File: src/rtl/dbcfd_pkg.sv
// Shared types and constants for the double-buffered color frame store.
package dbcfd_pkg;

  localparam int MAX_COLS_DEF   = 32;
  localparam int MAX_ROWS_DEF   = 32;
  localparam int COLOR_BITS_DEF = 4;

  // Widest grid that the dimension registers and the change mask can describe.
  localparam int GRID_LIMIT = 32;

  localparam logic [5:0] COLS_RESET = 6'd20;
  localparam logic [5:0] ROWS_RESET = 6'd20;

  localparam logic [3:0] BLACK = 4'd0;

  typedef enum logic [1:0] {
    KIND_FILL   = 2'd0,
    KIND_READ   = 2'd1,
    KIND_COMMIT = 2'd2,
    KIND_SCAN   = 2'd3
  } kind_t;

  typedef enum logic {
    CFG_COLS = 1'b0,
    CFG_ROWS = 1'b1
  } cfg_idx_t;

  typedef enum logic [3:0] {
    S_IDLE = 4'b0001,
    S_FILL = 4'b0010,
    S_READ = 4'b0100,
    S_SCAN = 4'b1000
  } state_t;

  typedef struct packed {
    kind_t      kind;
    logic [4:0] pos_x;
    logic [4:0] pos_y;
    logic [5:0] rect_width;
    logic [5:0] rect_height;
    logic [3:0] fill_color;
  } in_item_t;

  typedef struct packed {
    logic [4:0]  row_index;
    logic [31:0] change_mask;
    logic [3:0]  read_color;
    logic        out_of_range;
    logic        last;
  } out_item_t;

  // Row addresses are carried at the widest supported depth and cut down in the memory.
  typedef struct packed {
    logic       rd_en;
    logic [5:0] rd_row;
    logic       wr_en;
    logic [5:0] wr_row;
    logic       commit;
  } mem_ctl_t;

endpackage

File: src/rtl/dbcfd_row_unit.sv
// Row datapath shared by the fill, read and scan commands: rectangle merge, change compare and cell select.
module dbcfd_row_unit #(
  parameter int MAX_COLS   = dbcfd_pkg::MAX_COLS_DEF,
  parameter int COLOR_BITS = dbcfd_pkg::COLOR_BITS_DEF
) (
  input  logic [MAX_COLS*COLOR_BITS-1:0] cur_row,
  input  logic [MAX_COLS*COLOR_BITS-1:0] prev_row,
  input  logic [4:0]                     px,
  input  logic [5:0]                     xe,
  input  logic [5:0]                     cols,
  input  logic [3:0]                     fill_color,
  output logic [MAX_COLS*COLOR_BITS-1:0] wr_row,
  output logic [31:0]                    change_mask,
  output logic [3:0]                     cell_color
);

  localparam int CB = COLOR_BITS;

  logic [CB-1:0] color_cb;

  assign color_cb = CB'(fill_color);

  for (genvar x = 0; x < MAX_COLS; x++) begin : g_merge
    localparam logic [6:0] XV = 7'(x);
    logic hit;
    assign hit = (7'(px) <= XV) && (XV < 7'(xe));
    assign wr_row[x*CB +: CB] = hit ? color_cb : cur_row[x*CB +: CB];
  end

  for (genvar x = 0; x < 32; x++) begin : g_mask
    if (x < MAX_COLS) begin : g_col
      assign change_mask[x] = (6'(x) < cols) &&
                              (cur_row[x*CB +: CB] != prev_row[x*CB +: CB]);
    end else begin : g_none
      assign change_mask[x] = 1'b0;
    end
  end

  always_comb begin
    cell_color = dbcfd_pkg::BLACK;
    for (int x = 0; x < MAX_COLS; x++) begin
      if (7'(x) == 7'(px)) begin
        cell_color = 4'(cur_row[x*CB +: CB]);
      end
    end
  end

endmodule

File: config.mk
export PLATFORM = sky130hd
export DESIGN_NAME = dbcfd_row_unit
export DESIGN_NICKNAME = d
export VERILOG_FILES = /design/src/rtl/dbcfd_pkg.sv /design/src/rtl/dbcfd_row_unit.sv
export SDC_FILE = /design/constraint.sdc
export NUM_CORES = 1
export LEC_CHECK = 0
export BUFFER_PORTS_ARGS = -buffer_cell sky130_fd_sc_hd__clkbuf_2
export CORE_AREA = 2 2 172 174
export DETAILED_ROUTE_END_ITERATION = 16
export DIE_AREA = 0 0 174 176
export REMOVE_ABC_BUFFERS = 1
export SLEW_MARGIN = 20
export SYNTH_ARGS = -nofsm -noshare
export SYNTH_HDL_FRONTEND = slang
export SYNTH_SLANG_ARGS = --single-unit
File: constraint.sdc
create_clock -name vclk -period 2.1
set_input_delay 0.105 -clock vclk [all_inputs]
set_output_delay 0.105 -clock vclk [all_outputs]
set_load 0.02 [all_outputs]
==> reports/results.env, run 1 <==
MOST_FREQUENT_STANDARD_CELL_IN_THE_LAYOUT_EXCLUDING_FILL_AND_TAP_CELLS='sky130_fd_sc_hd__clkbuf_2'
IRDROPWORSTVDD_V=0.000157
VIA_COUNT_OF_THE_ROUTED_DESIGN=8049
TIMING.FINAL.MAX_SLEW_VIOLATIONS=0
POWER_LEAKAGE_nW=4.05
MAX_FREQ_MHz=472
SYNTHESIS.YOSYS.WARNINGS=0
FINAL_MIN_PERIOD_OVER_CLOCK_PERIOD_PCT=101
CRITICAL_PATH_CLASS='in -> out'
ROUTE.DETAILED.VIAS_PER_INST=5.13
GRT_ANTENNA_BEFORE_REPAIR=6
ROWS=62
FINALHOLDVIOLATIONS=0
CAP_VIOL_MAX_COUNT=0
FAILED_CHECKS='negative setup slack'
SWITCHING_SHARE_PCT=58.5
SYNTH.AVG_CELL_AREA_UM2=7.70
DRC=0
POWER.SWITCHING_mW=1.50
TIMING.FINAL.CRIT_PERIOD_NS=2.12
CTSHOLDBUFFERS=0
COUNT_OF_INPUT_AND_OUTPUT_BUFFERS=441
END_KIND='output port'
DIE_X_UM=174
MAPPEDNETLISTAREA_MM2=0.00554
NETLIST_INSTANCES=719
FINISH.CELL_COUNT_WITHOUT_FILLERS=1569
POSTROUTEANTENNANETS=0
DRT_FIRST_ITER_VIOLATIONS=582
REGISTER_AREA_UM2=0
CELL_AREA_POWER_DENSITY_mW_PER_MM2=290
WIRELENGTH_UM=38400
DETAIL_ROUTE.WL_PER_CELL_UM=24.5
VIA_COUNT_OF_THE_FIRST_GLOBAL_ROUTING_PASS=7965
WORST_SETUP_SLACK_POST_DPL_NS=-0.342
FIN_WORST_HOLD_SLACK_NS=0.614
DESIGN.DIE.AREA_MM2=0.0306
GRT.OVERFLOW.TOTAL=0
INTPOWER_mW=1.06
SYNTH-SEQ-AREA-SHARE_PCT=0
CRITPATHLAUNCHTYPE='input pin'
SMALLEST_SETUP_SLACK_AFTER_LAYOUT_NS=-0.0197
FIN_NETS=1459
SLEW-LIMIT-HEADROOM_PCT=41.5
DRT_PASS1_ITERATIONS=5
CORE_REGION_AREA_MM2=0.0285
SHARE_CLK_OF_TOTAL_POWER_PCT=0
FINALSETUPVIOLCOUNT=1
DESIGN.PORTCOUNT=441
SEQPWRFRAC_PCT=0
PLACED_CELLS_INCL_TAPS=1562
WORST_HOLD_PATH.ENDPOINT='wr_row[5]'
AREAGROWTHSYNTHTOFINISH_PCT=59.7
DESIGN.SEQ.COUNT=0
OUTCOME='complete, but fails checks'
DPL.HPWL_UM=32700
FINAL_LAYOUT_SIZE_SUFFIX_GT1_SHARE_PCT=57.7
POSTCTSSETUPREPAIRBUFS=0
LAYOUT.CELLS.MOST_COMMON_LIST='435 x sky130_fd_sc_hd__clkbuf_2, 112 x sky130_fd_sc_hd__mux2_2, 86 x sky130_fd_sc_hd__xnor2_1, 75 x sky130_fd_sc_hd__buf_4, 44 x sky130_fd_sc_hd__a21oi_1'
WORST_MIN_DELAY_PATH_CATEGORY='in -> out'
CRITICAL_PATH_REQUIRED_NS=2.00
SHARE_COMB_OF_TOTAL_POWER_PCT=100.0
GRT_MAX_DEGREE=33
CP_DATA_ARRIVAL_TIME_NS=2.01
INITIAL_UTILIZATION_PCT=19.4
HOLD_PATH_STARTPOINT='cur_row[5]'
GP_ROUTABILITY_CONGESTION=0.962
WORST-SLEW-PIN-TRANSITION_NS=0.877
GRT_PASS1_WL_UM=53300
DIE_Y_UM=176
GR-USAGE-ALL-LAYERS_PCT=23.5
YOSYS.CELL_TYPES.COUNT=71
WORSTPATHMAXFANOUT=22
COUNT_OF_CLOCK_NET_BUFFERS_IN_THE_FINAL_LAYOUT=0
WORST_HOLD_PATH.NUM_CELLS=3
[cell families after synthesis]
logic type,count (synthesis),share of synthesized area [%]
buffers and inverters,75,6.78
XOR/XNOR,128,20.3
multiplexers,152,31.2
AND/OR/NAND/NOR,172,16.5
AO/OA/AOI/OAI,192,25.3
[metal layers]
layer	wire length, µm	global-route usage, %	part of all wire (%)	up-vias
li1	-	-	-	3639
met1	14800	27.7	39	3730
met2	18100	40.8	47	571
met3	3450	5.12	9.0	107
met4	1980	10.4	5.2	2
met5	13	0	0.034	-
[synthesized netlist by cell type, types with 4 or more instances]
cell type / n / area (µm²)
sky130_fd_sc_hd__mux2_1: 19 / 214
sky130_fd_sc_hd__and2_1: 6 / 37.5
sky130_fd_sc_hd__mux2_2: 112 / 1260
sky130_fd_sc_hd__xnor2_1: 86 / 753
sky130_fd_sc_hd__a221oi_2: 4 / 60.1
sky130_fd_sc_hd__o21ai_1: 8 / 40.0
sky130_fd_sc_hd__nand3_1: 14 / 70.1
sky130_fd_sc_hd__or2_1: 4 / 25.0
sky130_fd_sc_hd__nor3_1: 8 / 40.0
sky130_fd_sc_hd__a211oi_1: 6 / 45.0
sky130_fd_sc_hd__a31oi_1: 10 / 62.6
sky130_fd_sc_hd__a21o_1: 4 / 30.0
sky130_fd_sc_hd__buf_1: 4 / 15.0
sky130_fd_sc_hd__a221o_1: 5 / 50.1
sky130_fd_sc_hd__o211ai_1: 7 / 52.6
sky130_fd_sc_hd__or3_1: 5 / 31.3
sky130_fd_sc_hd__buf_2: 12 / 60.1
sky130_fd_sc_hd__buf_4: 9 / 67.6
sky130_fd_sc_hd__a41oi_1: 21 / 184
sky130_fd_sc_hd__a221oi_1: 4 / 35.0
sky130_fd_sc_hd__buf_6: 6 / 67.6
sky130_fd_sc_hd__nand2_1: 37 / 139
sky130_fd_sc_hd__a32oi_1: 5 / 43.8
sky130_fd_sc_hd__nor4_1: 8 / 50.1
sky130_fd_sc_hd__nand4_1: 4 / 25.0
sky130_fd_sc_hd__inv_1: 9 / 33.8
sky130_fd_sc_hd__o21ai_0: 22 / 110
sky130_fd_sc_hd__o221ai_1: 5 / 43.8
sky130_fd_sc_hd__xor2_1: 42 / 368
sky130_fd_sc_hd__clkbuf_1: 35 / 131
sky130_fd_sc_hd__nor2b_1: 12 / 75.1
sky130_fd_sc_hd__and3_1: 5 / 31.3
sky130_fd_sc_hd__a21oi_1: 45 / 225
sky130_fd_sc_hd__a211oi_2: 4 / 50.1
sky130_fd_sc_hd__o22ai_1: 8 / 50.1
sky130_fd_sc_hd__mux2i_1: 17 / 170
sky130_fd_sc_hd__nor2_1: 35 / 131
sky130_fd_sc_hd__nand2b_1: 17 / 106
[worst max-delay path: stages]
cell	delay, ns
sky130_fd_sc_hd__clkbuf_2	0.16
sky130_fd_sc_hd__buf_12	0.18
sky130_fd_sc_hd__nand2_1	0.15
sky130_fd_sc_hd__o32a_1	0.36
sky130_fd_sc_hd__a21o_1	0.21
sky130_fd_sc_hd__o21ai_1	0.25
sky130_fd_sc_hd__a32oi_2	0.17
sky130_fd_sc_hd__o21ai_1	0.18
sky130_fd_sc_hd__buf_2	0.23
[per-stage QoR]
step | util (%) | power [mW] | setup TNS, ns | area [µm²]
after floorplan | - | 1.21 | 0 | 5190
after detailed placement | 30.2 | 2.50 | -0.967 | 8630
after CTS | 30.5 | 2.53 | 0 | 8710
after global placement | 30.2 | 2.48 | -0.794 | 8630
after global routing | 30.9 | 2.71 | -0.0102 | 8830
final | 31.0 | 2.56 | -0.0197 | 8840
[worst max-delay path by stage]
stage | start | endpoint | slack (ns) | cells after the start
6_report | px[2] | cell_color[1] | -0.02 | 9
5_1_grt | px[4] | cell_color[3] | -0.008 | 9
4_1_cts | px[0] | cell_color[2] | 0.004 | 9
3_5_place_dp | px[1] | cell_color[3] | -0.34 | 9
3_3_place_gp | px[1] | cell_color[3] | -0.31 | 9
2_1_floorplan | px[3] | cell_color[1] | 0.48 | 6
[timing repair]
item                                    4_1_cts  5_1_grt
resized for setup                            11       23
gates cloned                                  1        1
endpoints found under the setup margin       10       23
pin swaps                                     4        6
[power groups by stage]
| stage | Combinational (mW) | Sequential [mW] | Clock, mW |
|---|---|---|---|
| floorplan | 1.21 | 0 | 0 |
| global placement | 2.48 | 0 | 0 |
| detailed placement | 2.50 | 0 | 0 |
| CTS | 2.53 | 0 | 0 |
| global route | 2.71 | 0 | 0.000000127 |
| finish | 2.56 | 0 | 0.0000000569 |
[cell type report]
type | count | area [µm²]
diodes | 5 | 12.5
fillers | 3162 | 19700
inverters | 9 | 33.8
multi-input cells | 644 | 5270
well taps | 384 | 480
repair buffers | 527 | 3040
Note: power is estimated with default switching activity, not from simulation.
==> inputs of run 2 (changes only) <==
--- a/config.mk
+++ b/config.mk
@@ -6,9 +6,9 @@
 export NUM_CORES = 1
 export LEC_CHECK = 0
 export BUFFER_PORTS_ARGS = -buffer_cell sky130_fd_sc_hd__clkbuf_2
-export CORE_AREA = 2 2 172 174
+export CORE_AREA = 3 3 168 170
 export DETAILED_ROUTE_END_ITERATION = 16
-export DIE_AREA = 0 0 174 176
+export DIE_AREA = 0 0 171 173
 export REMOVE_ABC_BUFFERS = 1
 export SLEW_MARGIN = 20
 export SYNTH_ARGS = -nofsm -noshare
==> run 2 against run 1 <==
Non-clock buffer count is 7 higher. Combinational power is 2% lower. Highest routed layer is now met4. The run now ends clean. Critical path depth is 1 lower. Sequential cell count stayed put. Sequential share of layout area stayed put. Die area is 3.4% lower. Critical path type unchanged. First-iteration DRC count is 19% higher.
==> reports/results.env, run 2 (synthesis gave the netlist of run 1 again) <==
FINISH.UTILIZATION_PCT=32.1
CAP_VIOL_MAX_COUNT=0
VIA_COUNT_OF_THE_ROUTED_DESIGN=7977
MAX_FREQ_MHz=481
WORST-SLEW-PIN-TRANSITION_NS=0.893
GRT_ANTENNA_BEFORE_REPAIR=0
DPL.HPWL_UM=32400
ROUTE.DETAILED.VIAS_PER_INST=5.22
FIN_NETS=1466
CTSHOLDBUFFERS=0
FINALHOLDVIOLATIONS=0
MULTIINPUTGATEAREA_MM2=0.00523
GR-USAGE-ALL-LAYERS_PCT=24.0
FINAL_LAYOUT_SIZE_SUFFIX_GT1_SHARE_PCT=57.4
POSTCTSSETUPREPAIRBUFS=0
TIMING.FINAL.MAX_SLEW_VIOLATIONS=0
FIN_WORST_HOLD_SLACK_NS=0.615
COUNT_OF_CLOCK_NET_BUFFERS_IN_THE_FINAL_LAYOUT=0
CORE_REGION_AREA_MM2=0.0269
POWER_LEAKAGE_nW=4.00
VIA_COUNT_OF_THE_FIRST_GLOBAL_ROUTING_PASS=7832
CRITICAL_PATH_REQUIRED_NS=2.00
FINISH.INSTANCE_AREA_MM2=0.00864
IRDROPWORSTVDD_V=0.000144
DRC=0
GRT_PASS1_WL_UM=53700
DRT_PASS1_ITERATIONS=5
PLACEMENT.CELL_AREA_MM2=0.00855
TIMING.FINAL.CRIT_PERIOD_NS=2.08
DESIGN.DIE.AREA_MM2=0.0296
REGISTER_AREA_UM2=0
DR_WL_MET3_UM=2790
CRITICAL_PATH_CLASS='in -> out'
DR.MAX_LAYER_USED='met4'
FIN_SETUP_TNS_NS=0
WORST_MIN_DELAY_PATH_CATEGORY='in -> out'
DESIGN.SEQ.COUNT=0
FINALSETUPVIOLCOUNT=0
DESIGN.PORTCOUNT=441
DETAIL_ROUTE.WL_PER_CELL_UM=25.0
ANTENNA_CELLS_INSERTED=0
POSTROUTEANTENNANETS=0
GRT_MAX_DEGREE=33
CRITPATHLAUNCHTYPE='input pin'
AREAGROWTHSYNTHTOFINISH_PCT=56.0
CELL_AREA_POWER_DENSITY_mW_PER_MM2=291
ROWS=60
DIE_Y_UM=173
FINAL_MIN_PERIOD_OVER_CLOCK_PERIOD_PCT=99.1
LAYOUT.CELLS.MOST_COMMON_LIST='436 x sky130_fd_sc_hd__clkbuf_2, 112 x sky130_fd_sc_hd__mux2_2, 89 x sky130_fd_sc_hd__buf_4, 86 x sky130_fd_sc_hd__xnor2_1, 45 x sky130_fd_sc_hd__a21oi_1'
FILLERS=2928
SLEW-LIMIT-HEADROOM_PCT=40.5
CP_DATA_ARRIVAL_TIME_NS=1.98
DESIGN_POWER_mW=2.52
COUNT_OF_INPUT_AND_OUTPUT_BUFFERS=441
OUTCOME='finished, final reports clean'
WL_MET1_UM=15400
WIRELENGTH_UM=38200
WORSTPATHMAXFANOUT=5
DRT_FIRST_ITER_VIOLATIONS=695
INITIAL_UTILIZATION_PCT=20.6
GRT.OVERFLOW.TOTAL=0
MOST_FREQUENT_STANDARD_CELL_IN_THE_LAYOUT_EXCLUDING_FILL_AND_TAP_CELLS='sky130_fd_sc_hd__clkbuf_2'
DIE_X_UM=171
GP_ROUTABILITY_CONGESTION=0.972
MET2WIRELENGTH_UM=18900
END_KIND='output port'
==> run 2: cell count changes in the layout (fill, tap and decap cells not counted), sizes merged <==
cell | previous run | this run
diode | 5 | 0
buf | 87 | 95
bufbuf | 1 | 0
==> run 2: area by class of cell <==
class | instances | area share (%)
tap | 341 | 4.94
timing repair buffer | 534 | 34.2
inverter | 9 | 0.391
multi-input combinational | 644 | 60.5
==> run 2: path summary, 6_finish.rpt <==
| path | endpoint | startpoint | slack, ns | cells past startpoint |
|---|---|---|---|---|
| min | wr_row[110] | cur_row[110] | 0.62 | 3 |
| max | cell_color[1] | px[4] | 0.02 | 8 |
==> run 2: metrics by stage <==
| step | cells | setup slack [ns] |
|---|---|---|
| after CTS | 1528 | -0.0254 |
| after global routing | 1528 | -0.0259 |
| after detailed placement | 1528 | -0.175 |
| after global placement | 1528 | -0.184 |
| after floorplan | 653 | 0.481 |
| final | 1528 | 0.0190 |
==> run 2: what timing repair did <==
item                                    CTS  global route
endpoints found under the setup margin   11            16
resized for setup                         8            14
pin swaps                                 4             3
==> run 2: power by group <==
part / internal, mW / switching [mW] / total [mW] / leakage [nW]
Clock: 0 / 0 / 0 / 0
Sequential: 0 / 0 / 0 / 0
Combinational: 1.03 / 1.48 / 2.52 / 4.00
Total: 1.03 / 1.48 / 2.52 / 4.00
==> run 2: critical path: stages <==
cell and delay, ns:
sky130_fd_sc_hd__clkbuf_2 0.17, sky130_fd_sc_hd__or2_1 0.32, sky130_fd_sc_hd__o32a_1 0.36, sky130_fd_sc_hd__a21o_1 0.20, sky130_fd_sc_hd__o21ai_1 0.23, sky130_fd_sc_hd__a32oi_1 0.16, sky130_fd_sc_hd__o21ai_1 0.20, sky130_fd_sc_hd__buf_2 0.22
==> run 2: metal layers <==
layer	global-route usage (%)	vias to the layer above
li1	-	3663
met1	30.1	3768
met2	43.3	482
met3	3.22	64
met4	5.47	0
met5	0	-
==> inputs of run 3 (changes only) <==
--- a/config.mk
+++ b/config.mk
@@ -5,10 +5,11 @@
 export SDC_FILE = /design/constraint.sdc
 export NUM_CORES = 1
 export LEC_CHECK = 0
+export ABC_AREA = 1
 export BUFFER_PORTS_ARGS = -buffer_cell sky130_fd_sc_hd__clkbuf_2
-export CORE_AREA = 3 3 168 170
+export CORE_AREA = 3 3 171 173
 export DETAILED_ROUTE_END_ITERATION = 16
-export DIE_AREA = 0 0 171 173
+export DIE_AREA = 0 0 174 176
 export REMOVE_ABC_BUFFERS = 1
 export SLEW_MARGIN = 20
 export SYNTH_ARGS = -nofsm -noshare
==> run 3 against run 2 <==
First-iteration DRC count is 27% lower. Highest routed layer unchanged. Non-clock buffer count is 14 higher. Critical path type unchanged. Clock-buffer cell count stayed put. Largest power group unchanged. Cell count is 19% higher. The flow now finishes with violations (negative setup slack). Total power is 9.2% lower. Utilization is 2.3 points lower. Critical endpoint is now cell_color[0]. Synthesized area is 15% lower. Hold slack worse by 0.024 ns. Final area is 4.2% lower. Synthesized cell count is 27% higher.
==> reports/results.env, run 3 <==
CP_DATA_ARRIVAL_TIME_NS=2.41
SLEW-LIMIT-HEADROOM_PCT=46.2
VIA_COUNT_OF_THE_FIRST_GLOBAL_ROUTING_PASS=8170
FINISH.UTILIZATION_PCT=29.8
YOSYS.AREA.TOP_TYPE='sky130_fd_sc_hd__nand2_1'
MAPPEDNETLISTAREA_MM2=0.00470
OUTCOME='complete, but fails checks'
MAX_FREQ_MHz=397
WORST_HOLD_PATH.ENDPOINT='cell_color[0]'
SYNTH_AREA_LEADERS='sky130_fd_sc_hd__nand2_1 25%, sky130_fd_sc_hd__xnor2_1 18%, sky130_fd_sc_hd__o21ai_0 16%, sky130_fd_sc_hd__nor2_1 5.7%, sky130_fd_sc_hd__inv_1 5.3%'
ROUTE.DETAILED.VIAS_PER_INST=4.58
CRIT_TOP_CELL='sky130_fd_sc_hd__nand4_1'
WIRELENGTH_UM=35500
PLACEMENT.CELL_AREA_MM2=0.00804
CRITICAL_PATH_CLASS='in -> out'
INITIAL_UTILIZATION_PCT=16.9
SYNTHDOMINANTCELLAREASHARE_PCT=24.6
FAILED_CHECKS='negative setup slack'
CRITPATHLAUNCHTYPE='input pin'
FIN_WORST_HOLD_SLACK_NS=0.591
SYNTH-SEQ-AREA-SHARE_PCT=0
DPL.HPWL_UM=31700
GRT_PASS1_WL_UM=50100
POWER_LEAKAGE_nW=4.28
POST-SYNTH-TOP-COUNT-CELL='sky130_fd_sc_hd__nand2_1'
AREAGROWTHSYNTHTOFINISH_PCT=75.9
GRT.OVERFLOW.TOTAL=0
FINISH.CELL_COUNT_WITHOUT_FILLERS=1821
CORE_REGION_AREA_MM2=0.0278
TIMING.CRITICAL_PATH.CELLS='clkbuf_8 -> buf_6 -> nand2_2 -> nor2_2 -> buf_4 -> nand2_1 -> nand4_1 -> nor2_2 -> nand4_1 -> nor2_1 -> nand4_1 -> nand2_1 -> nand3_2 -> nand2_2 -> nand3_2 -> nand2_2 -> nand4_1 -> nand2_1 -> nand4_1 -> nor2_1 -> nand4_1 -> buf_4'
SYNTHESIS.YOSYS.WARNINGS=0
DRT_FIRST_ITER_VIOLATIONS=509
CELL_FAMILY_CONTRIBUTING_THE_MOST_DELAY_ON_THE_CRITICAL_PATH='simple AND/OR/NAND/NOR gates'
DESIGN.PORTCOUNT=441
FIN_SETUP_TNS_NS=-1.24
COUNT_OF_INPUT_AND_OUTPUT_BUFFERS=441
CAP_VIOL_MAX_COUNT=0
SMALLEST_SETUP_SLACK_AFTER_LAYOUT_NS=-0.420
SLOWEST_DELAY_NS=0.17
DETAIL_ROUTE.WL_PER_CELL_UM=19.5
IRDROPWORSTVDD_V=0.000122
WORST_HOLD_PATH.NUM_CELLS=4
TIMING.FINAL.CRIT_PERIOD_NS=2.52
WORSTPATHMAXFANOUT=5
DIE_Y_UM=176
FINISH.INSTANCE_AREA_MM2=0.00828
TIMING.FINAL.MAX_SLEW_VIOLATIONS=0
DESIGN.SEQ.COUNT=0
MOST_FREQUENT_STANDARD_CELL_IN_THE_LAYOUT_EXCLUDING_FILL_AND_TAP_CELLS='sky130_fd_sc_hd__clkbuf_2'
FINAL_MIN_PERIOD_OVER_CLOCK_PERIOD_PCT=120
FIN_NETS=1721
DRC=0
END_KIND='output port'
WORST_MIN_DELAY_PATH_CATEGORY='in -> out'
DIE_X_UM=174
STAGES_ON_THE_WORST_SETUP_PATH=22
VIA_COUNT_OF_THE_ROUTED_DESIGN=8348
LAYOUT.CELLS.MOST_COMMON_LIST='433 x sky130_fd_sc_hd__clkbuf_2, 297 x sky130_fd_sc_hd__nand2_1, 150 x sky130_fd_sc_hd__o21ai_0, 106 x sky130_fd_sc_hd__buf_4, 96 x sky130_fd_sc_hd__xnor2_1'
FINALHOLDVIOLATIONS=0
SETUP_REPAIR_AFTER_GLOBAL_ROUTING_MISSED_ITS_MARGIN='true'
CP_SLOWEST_CELL='sky130_fd_sc_hd__buf_4'
FINALSETUPVIOLCOUNT=4
NETLIST_INSTANCES=913
GR-USAGE-ALL-LAYERS_PCT=21.5
WORST_SETUP_SLACK_POST_DPL_NS=-0.462
DESIGN_POWER_mW=2.29
GP_ROUTABILITY_CONGESTION=0.869
HOLD_PATH_STARTPOINT='cur_row[116]'
GRT_ANTENNA_BEFORE_REPAIR=1
DESIGN.DIE.AREA_MM2=0.0306
FINAL_LAYOUT_SIZE_SUFFIX_GT1_SHARE_PCT=42.6
GRT_MAX_DEGREE=33
SUM_OF_BUFFERS_AND_INVERTERS_ON_THE_CRITICAL_PATH=4
POSTROUTEANTENNANETS=0
REGISTER_AREA_UM2=0
DRT_PASS1_ITERATIONS=6
CRITICAL_PATH_REQUIRED_NS=2.00
SYNTH.AVG_CELL_AREA_UM2=5.15
COUNT_OF_CLOCK_NET_BUFFERS_IN_THE_FINAL_LAYOUT=0
WORST-SLEW-PIN-TRANSITION_NS=0.803
YOSYS.CELL_TYPES.COUNT=37
CELL_AREA_POWER_DENSITY_mW_PER_MM2=276
PLACED_CELLS_INCL_TAPS=1812
SYNTH_TOP_CELLS_BY_COUNT='308 x sky130_fd_sc_hd__nand2_1, 151 x sky130_fd_sc_hd__o21ai_0, 96 x sky130_fd_sc_hd__xnor2_1'
ROWS=61
run 3: area by class of cell:
class	instances	area, µm²
Fill cell	3272	19500
Timing Repair Buffer	548	3100
Antenna cell	1	2.50
Inverter	75	289
Tap cell	378	473
Multi-Input combinational cell	819	4410
run 3: cells by family (layout without fill, tap and decap cells):
family                 after synthesis  count (layout)  synth area share [%]
AO/OA/AOI/OAI                      231             231                  28.0
XOR/XNOR                           113             113                  21.0
buffers and inverters               94             623                  7.98
other                                0               1                     0
AND/OR/NAND/NOR                    475             475                  43.0
run 3: worst max-delay path by stage:
stage | end | from
floorplan | cell_color[3] | px[0]
CTS | cell_color[3] | px[4]
finish | cell_color[0] | px[0]
global placement | cell_color[3] | px[0]
global route | cell_color[0] | px[3]
detailed placement | cell_color[1] | px[0]
run 3: power by group:
group	leakage (nW)	switching, mW	internal [mW]
Combinational	4.28	1.43	0.853
Sequential	0	0	0
Clock	0.00000634	0	0.0000000637
Total	4.28	1.43	0.853
run 3: per-layer routing:
metal,vias to the layer above,GRT usage [%],part of all wire (%)
li1,4128,-,-
met1,3752,25.7,39
met2,411,40.5,50
met3,57,2.62,7.0
met4,0,5.60,3.2
met5,-,0,0
run 3: repair_timing:
item,4_1_cts,5_1_grt
setup buffers,3,5
hold buffers,0,0
setup endpoints to repair,8,15
pin swaps,19,28
resized for setup,38,14
